<file path="config.mk">
export PLATFORM = sky130hd
export DESIGN_NAME = array_double_ended_queue
export DESIGN_NICKNAME = d
export VERILOG_FILES = /design/src/design/deq_pkg.sv /design/src/design/deq_ram.sv /design/src/design/deq_ctrl.sv /design/src/design/array_double_ended_queue.sv
export SDC_FILE = /design/constraint.sdc
export NUM_CORES = 1
export LEC_CHECK = 0
export ABC_AREA = 1
export CAP_MARGIN = 10
export CORE_ASPECT_RATIO = 0.7
export CORE_MARGIN = 3
export CORE_UTILIZATION = 30
export DETAILED_ROUTE_END_ITERATION = 7
export DONT_BUFFER_PORTS = 1
export GPL_TIMING_DRIVEN = 0
export PLACE_DENSITY = 0.41
export SYNTH_ARGS = -nofsm -noshare
export SYNTH_HDL_FRONTEND = slang
export SYNTH_HIERARCHICAL = 1
export SYNTH_SLANG_ARGS = --single-unit
</file>
<file path="constraint.sdc">
create_clock -name clock -period 6.6 [get_ports clock]
set_input_delay 0.99 -clock clock [delete_from_list [all_inputs] [get_ports clock]]
set_output_delay 0.99 -clock clock [all_outputs]
set_load 0.01 [all_outputs]
</file>
<file path="src/design/deq_pkg.sv">
package deq_pkg;

   localparam int unsigned VALUE_W = 32;
   localparam int unsigned REQ_W   = 40;
   localparam int unsigned RSP_W   = 40;

   typedef enum logic [1:0] {
      CMD_PUSH_REAR  = 2'd0,
      CMD_PUSH_FRONT = 2'd1,
      CMD_POP_FRONT  = 2'd2,
      CMD_POP_REAR   = 2'd3
   } cmd_type;

   typedef enum logic [1:0] {
      STAT_OK        = 2'd0,
      STAT_OVERFLOW  = 2'd1,
      STAT_UNDERFLOW = 2'd2
   } status_type;

   localparam logic [VALUE_W-1:0] NEG_ONE = '1;

   // outcome of one command, handed from the index logic to the pipeline
   typedef struct packed {
      status_type status;
      logic       pop_hit;
   } deq_res_type;

endpackage

</file>
<file path="src/design/deq_ram.sv">
module deq_ram #(
   parameter int unsigned WIDTH = 32,
   parameter int unsigned DEPTH = 16
) (
   input  logic                     clock,
   input  logic                     wr_en,
   input  logic [$clog2(DEPTH)-1:0] wr_addr,
   input  logic [WIDTH-1:0]         wr_data,
   input  logic                     rd_en,
   input  logic [$clog2(DEPTH)-1:0] rd_addr,
   output logic [WIDTH-1:0]         rd_data
);

   logic [WIDTH-1:0] mem_ff [DEPTH];
   logic [WIDTH-1:0] rd_data_ff;

   always_ff @(posedge clock) begin
      if (wr_en) begin
         mem_ff[wr_addr] <= wr_data;
      end
      if (rd_en) begin
         rd_data_ff <= mem_ff[rd_addr];
      end
   end

   assign rd_data = rd_data_ff;

endmodule

</file>
<file path="src/design/deq_ctrl.sv">
module deq_ctrl #(
   parameter int unsigned DEPTH = 16
) (
   input  logic                         clock,
   input  logic                         reset,
   input  logic                         fire,
   input  deq_pkg::cmd_type             command,
   input  logic [deq_pkg::VALUE_W-1:0]  push_value,
   output logic                         wr_en,
   output logic [$clog2(DEPTH)-1:0]     wr_addr,
   output logic [deq_pkg::VALUE_W-1:0]  wr_data,
   output logic                         rd_en,
   output logic [$clog2(DEPTH)-1:0]     rd_addr,
   output deq_pkg::deq_res_type         res
);

   import deq_pkg::*;

   localparam int unsigned AW = $clog2(DEPTH);
   localparam int unsigned IW = AW + 1;
   localparam logic signed [IW-1:0] LAST_IDX = IW'(DEPTH - 1);
   localparam logic signed [IW-1:0] MINUS_ONE = '1;
   localparam logic signed [IW-1:0] ONE = IW'(1);

   // front points one slot before the first element, rear at the last
   logic signed [IW-1:0] front_ff, front_in;
   logic signed [IW-1:0] rear_ff, rear_in;
   logic signed [IW-1:0] front_inc, rear_inc;
   logic                 empty;

   assign empty     = (front_ff == rear_ff);
   assign front_inc = front_ff + ONE;
   assign rear_inc  = rear_ff + ONE;
   assign wr_data   = push_value;

   always_comb begin
      front_in    = front_ff;
      rear_in     = rear_ff;
      wr_en       = 1'b0;
      wr_addr     = rear_inc[AW-1:0];
      rd_en       = 1'b0;
      rd_addr     = front_inc[AW-1:0];
      res.status  = STAT_OK;
      res.pop_hit = 1'b0;
      case (command)
         CMD_PUSH_REAR: begin
            if (rear_ff == LAST_IDX) begin
               res.status = STAT_OVERFLOW;
            end else begin
               rear_in = rear_inc;
               wr_en   = fire;
               wr_addr = rear_inc[AW-1:0];
            end
         end
         CMD_PUSH_FRONT: begin
            if (front_ff == MINUS_ONE) begin
               res.status = STAT_OVERFLOW;
            end else begin
               front_in = front_ff - ONE;
               wr_en    = fire;
               wr_addr  = front_ff[AW-1:0];
            end
         end
         CMD_POP_FRONT: begin
            if (empty) begin
               res.status = STAT_UNDERFLOW;
            end else begin
               front_in    = front_inc;
               rd_en       = fire;
               rd_addr     = front_inc[AW-1:0];
               res.pop_hit = 1'b1;
            end
         end
         CMD_POP_REAR: begin
            if (empty) begin
               res.status = STAT_UNDERFLOW;
            end else begin
               rear_in     = rear_ff - ONE;
               rd_en       = fire;
               rd_addr     = rear_ff[AW-1:0];
               res.pop_hit = 1'b1;
            end
         end
         default: begin
            res.status = STAT_OK;
         end
      endcase
   end

   always_ff @(posedge clock) begin
      if (reset) begin
         front_ff <= '0;
         rear_ff  <= '0;
      end else if (fire) begin
         front_ff <= front_in;
         rear_ff  <= rear_in;
      end
   end

endmodule

</file>
<file path="src/design/array_double_ended_queue.sv">
// Double-ended queue over a linear (non-circular) array of DEPTH words.
// req channel: one word per command; tdata carries command in [1:0]
// (0 push rear, 1 push front, 2 pop front, 3 pop rear) and the push value
// in [33:2]. rsp channel: one word per command; tdata carries the popped
// value in [31:0] (-1 for pushes and underflows) and status in [33:32]
// (0 ok, 1 overflow, 2 underflow).
// The indices are updated and the array accessed in the accepting cycle;
// the synchronous read result and the status are held in the middle
// stage, then move to the response register when it is free. One
// command is accepted every cycle while rsp_tready is high.
// When the receiver stalls, a response is held in the output register and
// one more in the middle stage; req_tready then drops until space frees.
// Reset (synchronous) empties the queue with both indices at slot zero
// and drops anything in flight; the array contents are left as they are.
module array_double_ended_queue #(
   parameter int unsigned DEPTH = 16
) (
   input  logic                        clock,
   input  logic                        reset,
   input  logic                        req_tvalid,
   output logic                        req_tready,
   input  logic [deq_pkg::REQ_W-1:0]   req_tdata,  // command, push_value
   output logic                        rsp_tvalid,
   input  logic                        rsp_tready,
   output logic [deq_pkg::RSP_W-1:0]   rsp_tdata   // pop_value, status
);

   import deq_pkg::*;

   localparam int unsigned AW = $clog2(DEPTH);

   logic                 req_fire;
   cmd_type              command;
   logic [VALUE_W-1:0]   push_value;
   logic                 wr_en, rd_en;
   logic [AW-1:0]        wr_addr, rd_addr;
   logic [VALUE_W-1:0]   wr_data, rd_data;
   deq_res_type          res;

   logic                 mid_valid_ff;
   deq_res_type          mid_res_ff;
   logic                 out_valid_ff;
   logic [VALUE_W-1:0]   out_value_ff;
   status_type           out_status_ff;
   logic                 out_free, mid_move;

   assign command    = cmd_type'(req_tdata[1:0]);
   assign push_value = req_tdata[VALUE_W+1:2];

   assign out_free   = !out_valid_ff || rsp_tready;
   assign mid_move   = mid_valid_ff && out_free;
   assign req_tready = !mid_valid_ff || out_free;
   assign req_fire   = req_tvalid && req_tready;

   deq_ctrl #(.DEPTH(DEPTH)) u_ctrl (
      .clock      (clock),
      .reset      (reset),
      .fire       (req_fire),
      .command    (command),
      .push_value (push_value),
      .wr_en      (wr_en),
      .wr_addr    (wr_addr),
      .wr_data    (wr_data),
      .rd_en      (rd_en),
      .rd_addr    (rd_addr),
      .res        (res)
   );

   // read data stays put until the next pop is issued, which cannot
   // happen while the middle stage is stuck
   deq_ram #(.WIDTH(VALUE_W), .DEPTH(DEPTH)) u_store (
      .clock   (clock),
      .wr_en   (wr_en),
      .wr_addr (wr_addr),
      .wr_data (wr_data),
      .rd_en   (rd_en),
      .rd_addr (rd_addr),
      .rd_data (rd_data)
   );

   always_ff @(posedge clock) begin
      if (reset) begin
         mid_valid_ff <= 1'b0;
         out_valid_ff <= 1'b0;
      end else begin
         if (req_fire) begin
            mid_valid_ff <= 1'b1;
         end else if (mid_move) begin
            mid_valid_ff <= 1'b0;
         end
         if (mid_move) begin
            out_valid_ff <= 1'b1;
         end else if (rsp_tready) begin
            out_valid_ff <= 1'b0;
         end
      end
   end

   always_ff @(posedge clock) begin
      if (req_fire) begin
         mid_res_ff <= res;
      end
      if (mid_move) begin
         out_value_ff  <= mid_res_ff.pop_hit ? rd_data : NEG_ONE;
         out_status_ff <= mid_res_ff.status;
      end
   end

   assign rsp_tvalid = out_valid_ff;
   assign rsp_tdata  = {{(RSP_W - VALUE_W - 2){1'b0}}, out_status_ff, out_value_ff};

endmodule
</file>
; ---- Word level (Yosys, flattened, before mapping)
; Memory sizes are Yosys's and may differ from the RTL's. A register that Yosys moved wholly into a read port is not among the register bits.
; Cells that the tools add are included.
[classes]
n_reduce_logical = 14
eq_ne = 10
n_addsub = 4
n_mux = 26
[op_table]
columns = operator, n
row1 = 5-bit two-way mux, 4
row2 = 5-bit one-hot mux with 2 select lines, 2
row3 = 4-bit two-way mux, 4
row4 = 1-bit two-way mux, 13
row5 = 5-bit by 2-bit adder with 5-bit output (second input constant), 2
row6 = 5-bit by 2-bit subtractor with 5-bit output (second input constant), 2
row7 = 2-bit != test (second input constant), 4
row8 = 4-bit AND reduction, 2
row9 = 2-bit nonzero test, 4
row10 = 2-bit one-hot mux with 3 select lines, 1
row11 = 5-bit by 1-bit == test with 1-bit output (second input constant), 1
row12 = 5-bit == test, 1
row13 = 5-bit == test (second input constant), 1
row14 = 2-bit == test (second input constant), 2
row15 = 2-bit by 1-bit == test with 1-bit output (second input constant), 1
row16 = 1-bit logical AND, 2
row17 = 1-bit logical NOT, 2
row18 = 2-bit logical NOT, 1
row19 = 1-bit logical OR, 2
row20 = 2-bit two-way mux, 1
row21 = 1-bit one-hot mux with 2 select lines, 1
row22 = 2-bit OR reduction, 1
[word_totals]
mem_count = 1
inputBits = 44
output_inout_bits = 42
register_bits = 49
mem_bits_rw = 512
[mem_list]
columns = memory, depth, word_bits, read_ports, rd_ports_with_merged_regs, write_ports, line
row1 = u_store.mem_ff, 16, 32, 1, 1, 1, deq_ram.sv:14  ; logic [WIDTH-1:0] mem_ff [DEPTH];

; ---- Depth between registers and ports, before layout
; Gate-level depths: netlist (run 1).
[depth]
depth_word = 8
depth_mapped = 19
ltp_nobuf = 16

; ---- Modules after synthesis
; Netlist (run 1), hierarchy kept.
[by_module_without_submodules]
columns = mod, area_each_um2, n_inst, cells_each, seq_area_each_um2
row1 = deq_ram, 23050.9, 1, 2120, 16335.7
row2 = array_double_ended_queue, 1516.5, 1, 123, 1151.1
row3 = deq_ctrl, 1258.7, 1, 200, 200.2

; ---- Least setup slack after synthesis (run 1)
; Ideal clock, no wire load.
[synth_path]
path_kind = in2reg
startpoint = input rsp_tready
endpoint = register u_store.rd_data_ff[0] (netlist: u_store/rd_data[0]) (read register of u_store.mem_ff), enable pin
required_ns = 6.139
t_arrival_ns = 3.755
slack_ns = 2.384
cell_stages = 6
setup_ns = 0.461
path_cell_list = inv_1 -> nand3_1 -> nand2_1 -> inv_1 -> inv_1 -> nor3_1
[synth_between]
elab_chain_len = 5
[synth_lines]
columns = item, line
row1 = start: declaration, array_double_ended_queue.sv:24  ; input logic rsp_tready,
row2 = 1-bit logical OR, array_double_ended_queue.sv:50  ; assign out_free = !out_valid_ff || rsp_tready;
row3 = 1-bit logical OR, array_double_ended_queue.sv:52  ; assign req_tready = !mid_valid_ff || out_free;
row4 = named net req_tready, array_double_ended_queue.sv:21  ; output logic req_tready,
row5 = 1-bit logical AND, array_double_ended_queue.sv:53  ; assign req_fire = req_tvalid && req_tready;
row6 = named net req_fire, array_double_ended_queue.sv:32  ; logic req_fire;
row7 = 1-bit two-way mux, "deq_ctrl.sv:65, deq_ctrl.sv:75"
row8 = 1-bit two-way mux, n/a
row9 = named net rd_en, array_double_ended_queue.sv:35  ; logic wr_en, rd_en;
row10 = end: declaration, deq_ram.sv:15  ; logic [WIDTH-1:0] rd_data_ff;
; The timed path passes the listed nets, and every way through them passes these cells.
; A chain may end at the register's enable or synchronous reset.

; ---- Worst setup path in the final report (run 1)
[layout_path]
startpoint = register u_ctrl.front_ff[0]
endpoint = memory u_store.mem_ff[13][13], enable pin
[layout_between]
elab_cells_between_ends = 7
cone_classes = eq/ne: 1 / mux: 6
[layout_rtl]
columns = item, line
row1 = start: declaration, deq_ctrl.sv:26  ; logic signed [IW-1:0] front_ff, front_in;
row2 = start signal: assignment, deq_ctrl.sv:95  ; front_ff <= front_in;
row3 = 5-bit by 1-bit == test with 1-bit output, deq_ctrl.sv:56  ; if (front_ff == MINUS_ONE) begin
row4 = 4-bit two-way mux, deq_ctrl.sv:56
row5 = 4-bit two-way mux, n/a
row6 = named net wr_addr[2], array_double_ended_queue.sv:36  ; logic [AW-1:0] wr_addr, rd_addr;
row7 = end: declaration, deq_ram.sv:14
; The timed path passes the listed nets, and every way through them passes these cells.

==> results of run 1 <==
## synth_stat cells, drive strengths merged
cell type	number
xnor2	3
nand2	763
conb	1
o21ai	12
nor2	43
a21oi	11
dfxtp	12
nand3	399
xor2	6
nand3b	2
buf	132
inv	447
clkinv	3
nor3	1
clkbuf	14
nand4	5
or2	2
ha	6
edfxtp	581
## cells by family after synthesis
family | after synthesis | synth area share (%)
other | 1 | 0.0145
adder cells (fa/ha/maj) | 6 | 0.291
buffers and inverters | 596 | 10.5
flip-flops | 593 | 68.5
XOR/XNOR | 9 | 0.305
AND/OR/NAND/NOR | 1215 | 19.9
AO/OA/AOI/OAI | 23 | 0.460
## layout by cell type (no fill, tap or decap), types with 7 or more instances in the layout
master       n
o21ai_0      9
clkinv_1    12
buf_12      19
buf_2       41
clkbuf_16   67
nand3_1    397
dfxtp_1     12
buf_6       36
clkinv_2     8
clkbuf_1    27
inv_1      439
nor2_4      17
edfxtp_1   581
buf_4       44
nor2_1      23
buf_1       14
bufinv_16    7
a21oi_1      9
nand2_1    757
## final timing paths
check	start	to	slack (ns)	cells past startpoint
worst max-delay path	u_ctrl/front_ff[0]$_SDFFE_PP0P_	u_store/mem_ff[13][13]$_DFFE_PP_	3.10	10
worst min-delay path	mid_res_ff[1]$_DFFE_PP_	out_status_ff[0]$_DFFE_PP_	0.42	0
worst max register to register	u_ctrl/front_ff[0]$_SDFFE_PP0P_	u_store/mem_ff[13][13]$_DFFE_PP_	3.10	10
worst min register to register	mid_res_ff[1]$_DFFE_PP_	out_status_ff[0]$_DFFE_PP_	0.42	0
## worst max-delay path: cells and delay by family, from the launching register on
family	cells	cell delay, ns
compound gates	1	0.48
simple gates	5	1.49
fa+ha+maj	2	0.45
buf+inv	2	0.34
flops	1	0.38
## sequential cells by signal (all words and copies together), names as in the netlist
register         count
mid_valid_ff         1
u_ctrl/front_ff      5
u_ctrl/rear_ff       5
u_store/mem_ff     512
out_status_ff        2
out_value_ff        32
rsp_tvalid           1
u_store/rd_data     32
mid_res_ff           3
## through the flow
stage	setup slack [ns]	hold slack [ns]	TNS [ns]	std cells	total power [mW]
floorplan	2.38	0.400	0	2448	5.19
detailed placement	2.66	0.408	0	3607	5.80
finish	3.10	0.421	0	3721	9.38
global route	2.98	0.420	0	3720	9.78
CTS	3.15	0.402	0	3720	9.51
global placement	-0.864	0.403	-27.23	3585	5.77
## layer usage
layer	vias up	routed length (um)	GRT usage, %
met4	0	1580	4.38
met5	-	0	0
met2	441	34600	26.8
met3	102	4100	3.04
li1	8036	-	-
met1	8346	39300	26.3
## final cells by class
class | instances | area share, %
antenna | 1 | 0.00837
buffer | 146 | 3.41
clock buffer | 82 | 5.86
clock inverter | 31 | 1.14
inverter | 450 | 5.67
multi-input combinational | 1259 | 18.7
sequential | 593 | 59.1
tap | 1137 | 4.76
timing repair buffer | 22 | 1.36
## power groups by stage
stage / Combinational (mW) / Clock [mW] / Sequential, mW
floorplan: 0.840 / 0 / 4.35
global placement: 1.40 / 0 / 4.37
detailed placement: 1.44 / 0 / 4.36
CTS: 1.44 / 3.78 / 4.28
global route: 1.56 / 3.93 / 4.28
finish: 1.42 / 3.68 / 4.28
==> impl_metrics.py, run 1 <==
metrics = {
    "outcome": {
        "outcome": "finished, final reports clean",
    },
    "placed_design": {
        "io_buffers": 0,
        "gp_congestion": 0.783,
        "dp.final_hpwl_um": 53300,
        "place_area_mm2": 0.0278,
    },
    "sta": {
        "slew_violations": 0,
        "worstMarginPinSlew_ns": 1.07,
        "setup_viol": 0,
        "post-route-min-period_ns": 3.50,
        "slew_headroom_pct": 28.4,
        "hold_violations": 0,
        "rsz0062_at_grt": "false",
        "fin_skew_ns": 0.0333,
        "post-route-period-util_pct": 53.0,
        "max_freq_mhz": 286,
    },
    "clock_network": {
        "postCtsHoldBufs": 0,
        "cts_buffer_depth": 3,
        "clock_latency_ns": 0.62,
        "cts.sink_count": 593,
        "cts_tree": "yes",
        "htreeDepth": 3,
        "path_clk_slew_ns": 0.06,
        "numCtsBuffers": 66,
        "cts_root_buffer": "clkbuf_16",
        "cts_setup_buffers": 0,
        "cts_resized": 0,
    },
    "setup_path": {
        "crit_path_max_fanout": 17,
        "end_kind": "flop",
        "crit_slowest_cell": "nor2_4",
        "critical_path_required_ns": 6.89,
        "start_kind": "flop",
        "crit_chain": "ha_1 -> nand2_1 -> nor2_1 -> ha_1 -> inv_1 -> nand2_2 -> o21ai_0 -> nand3_1 -> nor2_4 -> buf_12",
        "critPathArrivalTime_ns": 3.79,
        "cpMostUsedCell": "ha_1",
        "critPathKind": "flop to flop",
        "cpPeakStageDelay_ns": 0.74,
    },
    "synthesis": {
        "ys_seq_area_share_pct": 68.5,
        "yosysTopAreaCell": "edfxtp_1",
        "avgSynthCellArea_um2": 10.6,
        "synthCells": 2443,
        "netlist_top_cells_area": "edfxtp_1 (68%), nand2_1 (11%), nand3_1 (7.7%)",
        "ys_ff_latch": 593,
        "ys_types": 34,
        "netlist_area_mm2": 0.0258,
        "yosysWarnings": 6,
        "synth_top_cell_area_share_pct": 67.6,
    },
    "pwr": {
        "p_seq_share_pct": 45.6,
        "p_int_mw": 6.79,
        "total_leakage_power_nw": 12.3,
        "ir_drop_mv": 0.204,
        "switching_share_pct": 27.6,
        "power_switching_mw": 2.59,
        "power_frac_comb_pct": 15.2,
        "p_clk_share_pct": 39.2,
        "power_density_mw_per_mm2": 314,
    },
    "die": {
        "die_height_um": 251,
        "core-area_mm2": 0.0847,
        "io-pin-count": 86,
        "die_w_um": 357,
        "row_count": 89,
        "initial_utilization_pct": 30.5,
        "die-area_mm2": 0.0897,
    },
    "routing": {
        "drt_iter0_drc": 1312,
        "wire_per_inst_um": 21.4,
        "drc": 0,
        "routed_wl_um": 79500,
        "dr_total_vias": 16900,
        "first_pass_iters": 5,
        "vias_per_cell": 4.55,
        "ant_nets": 0,
    },
    "finish": {
        "seq_area_mm2": 0.0177,
        "multi_input_area_mm2": 0.00558,
        "fillers": 8361,
        "stdcell_area_mm2": 0.0299,
        "nets": 2588,
        "utilization_pct": 35.3,
        "drive_above_1_share_pct": 10.5,
        "syn_to_final_growth_pct": 15.8,
    },
    "global_route": {
        "grt_overflow_total": 0,
        "grt_pass1_wl_um": 114000,
        "grt_pass1_vias": 16300,
        "antenna_found_initial": 1,
        "grt_usage_pct": 17.7,
        "grt_max_degree": 22,
    },
    "run": {
        "drv_cap": 0,
    },
    "worst_hold_path": {
        "hold_path.class": "flop to flop",
    },
}
Power figures use the tool's default switching activity.
==> run 2, diff against run 1 <==
- clock period: 6.6 -> 3.5 ns (I/O delays scaled with it)
==> run 2 against run 1 <==
Sequential power grew 89%. Clock skew shrank 0.0039 ns. Final area grew 0.72%. Critical endpoint is now u_store/rd_data[11]$_DFFE_PP_. Largest power group unchanged.
==> impl_metrics.py, run 2 (same netlist as run 1, synthesis figures left out) <==
metrics = {
    "finish": {
        "syn_to_final_growth_pct": 16.6,
        "mostFrequentLayoutCell": "nand2_1",
        "drive_above_1_share_pct": 10.7,
        "stdcell_area_mm2": 0.0301,
        "largest_register_ffs": 512,
        "top_register": "u_store/mem_ff",
        "nets": 2601,
        "final_cell_mix": "nand2_1 (757), edfxtp_1 (581), inv_1 (439), nand3_1 (397), clkbuf_16 (71)",
        "fillers": 8432,
    },
    "clock_network": {
        "cts_tree": "yes",
        "cts.sink_count": 593,
        "path_clk_slew_ns": 0.06,
        "cts_buffer_depth": 3,
        "cts_root_buffer": "clkbuf_16",
        "numCtsBuffers": 67,
        "clock_latency_ns": 0.61,
        "htreeDepth": 3,
    },
    "sta": {
        "rsz0062_at_grt": "true",
        "slew_violations": 0,
        "worstMarginPinSlew_ns": 1.07,
        "post-route-min-period_ns": 3.48,
        "fin_skew_ns": 0.0294,
        "fin_ws_ns": 0.0160,
        "post-route-period-util_pct": 99.5,
        "hold_violations": 0,
        "slew_headroom_pct": 28.6,
        "max_freq_mhz": 287,
        "setup_viol": 0,
    },
    "routing": {
        "ant_nets": 0,
        "first_pass_iters": 6,
        "wire_per_inst_um": 21.3,
        "drt_iter0_drc": 1469,
        "dr_total_vias": 16800,
        "drc": 0,
        "routed_wl_um": 79500,
        "vias_per_cell": 4.48,
    },
    "placed_design": {
        "dp.final_hpwl_um": 53400,
        "place_area_mm2": 0.0279,
        "dpl_worst_slack_ns": 0.0136,
        "gp_congestion": 0.775,
        "io_buffers": 0,
    },
    "setup_path": {
        "end_kind": "flop",
        "critical_path_required_ns": 3.77,
        "critPathArrivalTime_ns": 3.76,
        "critPathKind": "flop to flop",
        "rrSetupSlack_ns": 0.02,
        "start_kind": "flop",
        "crit_path_max_fanout": 10,
    },
    "global_route": {
        "grt_overflow_total": 0,
        "grt_pass1_wl_um": 114000,
        "antenna_found_initial": 2,
        "grt_max_degree": 22,
        "grt_usage_pct": 17.7,
        "grt_pass1_vias": 15900,
    },
    "worst_hold_path": {
        "hold_path.class": "input pin to flop",
    },
    "die": {
        "die_height_um": 251,
        "die-area_mm2": 0.0897,
        "initial_utilization_pct": 30.5,
        "row_count": 89,
        "core-area_mm2": 0.0847,
        "die_w_um": 357,
        "io-pin-count": 86,
    },
    "pwr": {
        "total_leakage_power_nw": 12.4,
        "power_density_mw_per_mm2": 583,
        "ir_drop_mv": 0.305,
    },
    "run": {
        "drv_cap": 0,
    },
    "outcome": {
        "outcome": "finished, final reports clean",
    },
}
==> run 2: cell count changes in the layout (fill, tap and decap cells not counted), sizes merged <==
cell,before,now
dlygate4sd3,0,1
inv,450,449
clkinvlp,4,1
clkinv,20,24
buf,154,164
clkbuf,96,108
bufinv,7,3
==> run 2: metrics by stage <==
step                      std cells  TNS (ns)  utilization [%]  hold WS [ns]  power, mW
after floorplan                2448         0                -         0.400       9.79
after CTS                      3727         0             35.3        0.0428       17.8
final                          3740         0             35.5        0.0888       17.6
after global routing           3739    -0.187             35.5        0.0563       18.4
after detailed placement       3606         0             32.9         0.407       11.0
after global placement         3585  -1107.46             32.2         0.406       10.9
==> run 2: metal layers <==
metal  track usage, %  part of all wire, %  vias to the layer above
met5                0                    0                        -
met3             3.91                  6.9                       95
met1             26.1                   48                     8112
li1                 -                    -                     8073
met2             26.5                   43                      484
met4             4.30                  1.8                        0
==> run 2: path summary, 6_finish.rpt <==
path,endpoint,start,depth (start not counted)
max reg2reg,u_store/rd_data[11]$_DFFE_PP_,u_ctrl/rear_ff[1]$_SDFFE_PP0P_,13
min reg2reg,out_status_ff[0]$_DFFE_PP_,mid_res_ff[1]$_DFFE_PP_,0
min,mid_valid_ff$_SDFFE_PP0P_,req_tvalid,2
max,u_store/rd_data[11]$_DFFE_PP_,u_ctrl/rear_ff[1]$_SDFFE_PP0P_,13
==> run 2: report_power, final <==
group	total, mW	internal (mW)	switching (mW)	leakage (nW)
sequential	8.07	8.00	0.0648	5.33
clock	6.76	3.93	2.83	1.01
combinational	2.73	0.754	1.97	6.10
total	17.6	12.7	4.87	12.4
==> run 2: critical path, stage by stage, from the launching register on <==
cell	delay [ns]
dfxtp_1	0.45
inv_2	0.12
nand2_1	0.07
nand2_1	0.05
nor2_2	0.21
nand3_2	0.16
nand2_4	0.16
nand2_1	0.06
o21ai_0	0.07
clkbuf_1	0.51
inv_1	0.33
buf_1	0.45
nand3_1	0.27
nand2_1	0.23
==> run 2: layout make-up <==
cell class | count | area [um^2] | share of cell area (%)
plain buffers | 146 | 1020 | 3.39
clock buffers | 93 | 1860 | 6.17
diodes | 1 | 2.50 | 0.00831
clock inverters | 27 | 205 | 0.681
inverters | 450 | 1690 | 5.62
well taps | 1137 | 1420 | 4.72
repair buffers | 34 | 643 | 2.14
flip-flops and latches | 593 | 17700 | 58.7
multi-input cells | 1259 | 5590 | 18.5
==> run 2: what timing repair did <==
action | 4_1_cts | 5_1_grt
setup buffers | 0 | 12
setup endpoints to repair | 0 | 162
hold endpoints to repair | 2 | 0
hold buffers | 1 | 0
gates resized for setup | 0 | 1
==> run 3, diff against run 2 <==
- CORE_UTILIZATION: 30 -> 64
- PLACE_DENSITY: 0.41 -> 0.77
==> run 3 against run 2 <==
The flow now finishes with violations (negative setup slack). Critical path depth is 3 lower. Worst setup slack worse by 0.14 ns. First-iteration DRC count is 110% higher. Clock skew is 0.010 ns lower. Sequential power hardly changed. Hold slack worse by 0.071 ns. Critical path type unchanged.
==> impl_metrics.py, run 3 (same netlist as run 1, synthesis figures left out) <==
metrics = {
    "finish": {
        "final_cell_mix": "nand2_1 (757), edfxtp_1 (581), inv_1 (439), nand3_1 (397), clkbuf_16 (56)",
        "mostFrequentLayoutCell": "nand2_1",
        "multi_input_area_mm2": 0.00559,
        "syn_to_final_growth_pct": 11.4,
        "utilization_pct": 73.6,
        "nets": 2579,
        "drive_above_1_share_pct": 9.76,
        "largest_register_ffs": 512,
        "seq_area_mm2": 0.0177,
        "fillers": 2510,
        "stdcell_area_mm2": 0.0288,
        "top_register": "u_store/mem_ff",
    },
    "outcome": {
        "outcome": "finished with violations",
        "violations": "negative setup slack",
    },
    "routing": {
        "ant_nets": 0,
        "first_pass_iters": 6,
        "routed_wl_um": 71600,
        "drc": 0,
        "drt_iter0_drc": 3151,
        "wire_per_inst_um": 23.2,
        "dr_total_vias": 18300,
        "vias_per_cell": 5.93,
    },
    "clock_network": {
        "cts_root_buffer": "clkbuf_16",
        "clock_latency_ns": 0.58,
        "htreeDepth": 2,
        "cts.sink_count": 593,
        "numCtsBuffers": 53,
        "cts_tree": "yes",
        "path_clk_slew_ns": 0.06,
        "cts_buffer_depth": 3,
    },
    "die": {
        "row_count": 60,
        "die_height_um": 174,
        "die-area_mm2": 0.0428,
        "die_w_um": 246,
        "core-area_mm2": 0.0391,
        "io-pin-count": 86,
        "initial_utilization_pct": 66.0,
    },
    "placed_design": {
        "io_buffers": 0,
        "place_area_mm2": 0.0270,
        "dp.final_hpwl_um": 46700,
        "gp_congestion": 0.886,
    },
    "worst_hold_path": {
        "hold_path_depth": 1,
        "hold_path.class": "input pin to flop",
        "hold-path-endpoint": "rsp_tvalid$_SDFFE_PP0P_",
        "min-delay-start": "reset",
    },
    "setup_path": {
        "crit_chain": "ha_1 -> nand2_1 -> nor2_1 -> ha_1 -> inv_1 -> nand2_2 -> o21ai_0 -> nand3b_1 -> nor2_4 -> buf_12",
        "critPathArrivalTime_ns": 3.89,
        "start_kind": "flop",
        "cp.buffers_inverters": 2,
        "critPathKind": "flop to flop",
        "crit_slowest_cell": "nor2_4",
        "cpMostUsedCell": "ha_1",
        "crit_path_max_fanout": 20,
        "rrSetupSlack_ns": -0.12,
        "critical_path_required_ns": 3.77,
        "worst_r2r_path_depth": 10,
        "r2r-start": "u_ctrl/front_ff[0]$_SDFFE_PP0P_",
        "critPathTopFamily": "simple AND/OR/NAND/NOR gates",
        "worst_r2r_endpoint": "u_store/mem_ff[6][10]$_DFFE_PP_",
        "end_kind": "flop",
        "critical_path_depth": 10,
        "cpPeakStageDelay_ns": 0.67,
    },
    "global_route": {
        "grt_usage_pct": 32.9,
        "grt_pass1_wl_um": 103000,
        "grt_overflow_total": 0,
        "antenna_found_initial": 7,
        "grt_pass1_vias": 17300,
        "grt_max_degree": 30,
    },
    "sta": {
        "slew_violations": 0,
        "slew_headroom_pct": 26.5,
        "post-route-period-util_pct": 103,
        "post-route-min-period_ns": 3.62,
        "fin_ws_ns": -0.121,
        "setup_viol": 110,
        "max_freq_mhz": 276,
        "fin_skew_ns": 0.0194,
        "worstMarginPinSlew_ns": 1.10,
        "hold_violations": 0,
    },
    "pwr": {
        "power_mw": 16.4,
        "power_density_mw_per_mm2": 569,
        "total_leakage_power_nw": 12.2,
        "ir_drop_mv": 0.412,
    },
    "run": {
        "drv_cap": 0,
    },
}
-- run 3: cell count changes in the layout (fill, tap and decap cells not counted), moves of 2 or more --
cell / delta
buf_16: +2
clkinv_1: -2
bufinv_16: -2
clkbuf_1: -9
buf_4: -2
clkinv_2: -7
clkbuf_16: -15
buf_12: -8
clkbuf_8: +4
-- run 3: worst register-to-register path: cells and delay by family (launching register included) --
family,cells,cell delay (ns)
AOI/OAI and AO/OA,1,0.58
buffers and inverters,2,0.36
DFF,1,0.38
and+or+nand+nor,5,1.50
adders and majority gates,2,0.46
-- run 3: layer usage --
| metal | track usage, % | wire [um] | up-vias |
|---|---|---|---|
| li1 | - | - | 7997 |
| met1 | 47.0 | 26100 | 8609 |
| met2 | 47.9 | 31000 | 1459 |
| met3 | 10.3 | 11800 | 241 |
| met4 | 12.2 | 2670 | 6 |
| met5 | 0 | 40 | - |
-- run 3: how the worst max path moves through the flow --
| stage | from | endpoint |
|---|---|---|
| after global placement | u_ctrl/front_ff[0]$_SDFFE_PP0P_ | u_store/mem_ff[6][11]$_DFFE_PP_ |
| after detailed placement | u_ctrl/rear_ff[1]$_SDFFE_PP0P_ | u_store/rd_data[22]$_DFFE_PP_ |
| after floorplan | u_ctrl/front_ff[0]$_SDFFE_PP0P_ | u_store/mem_ff[12][0]$_DFFE_PP_ |
| final | u_ctrl/front_ff[0]$_SDFFE_PP0P_ | u_store/mem_ff[6][10]$_DFFE_PP_ |
| after global routing | u_ctrl/front_ff[0]$_SDFFE_PP0P_ | u_store/mem_ff[4][14]$_DFFE_PP_ |
| after CTS | u_ctrl/front_ff[0]$_SDFFE_PP0P_ | u_store/mem_ff[11][19]$_DFFE_PP_ |
-- run 3: cell type report --
class                   instances  area share [%]
inverters                     450            5.89
well taps                     527            2.29
diodes                          2          0.0174
flip-flops and latches        593            61.5
multi-input cells            1259            19.4
plain buffers                 146            3.56
clock buffers                  73            5.23
clock inverters                14           0.300
repair buffers                 26            1.82
-- run 3: report_power, final --
part | switching, mW | internal [mW] | leakage, nW | total [mW]
Sequential | 0.0659 | 8.00 | 5.33 | 8.07
Clock | 2.48 | 3.04 | 0.776 | 5.52
Combinational | 2.03 | 0.742 | 6.05 | 2.77
Total | 4.57 | 11.8 | 12.2 | 16.4
-- run 3: through the flow --
stage	hold WS, ns	cells	TNS, ns	setup WS (ns)
after floorplan	0.400	2448	0	0.214
after global placement	0.409	2975	-724.03	-1.52
after detailed placement	0.412	2993	0	0.202
after CTS	0.0107	3081	0	0.183
after global routing	0.0106	3088	-19.43	-0.179
final	0.0177	3090	-6.14	-0.121
-- run 3: timing repair --
item	CTS	global route
endpoints found under the hold margin	1	0
setup endpoints to repair	0	82
resized for setup	0	3
hold buffers	1	0
buffers inserted	0	7
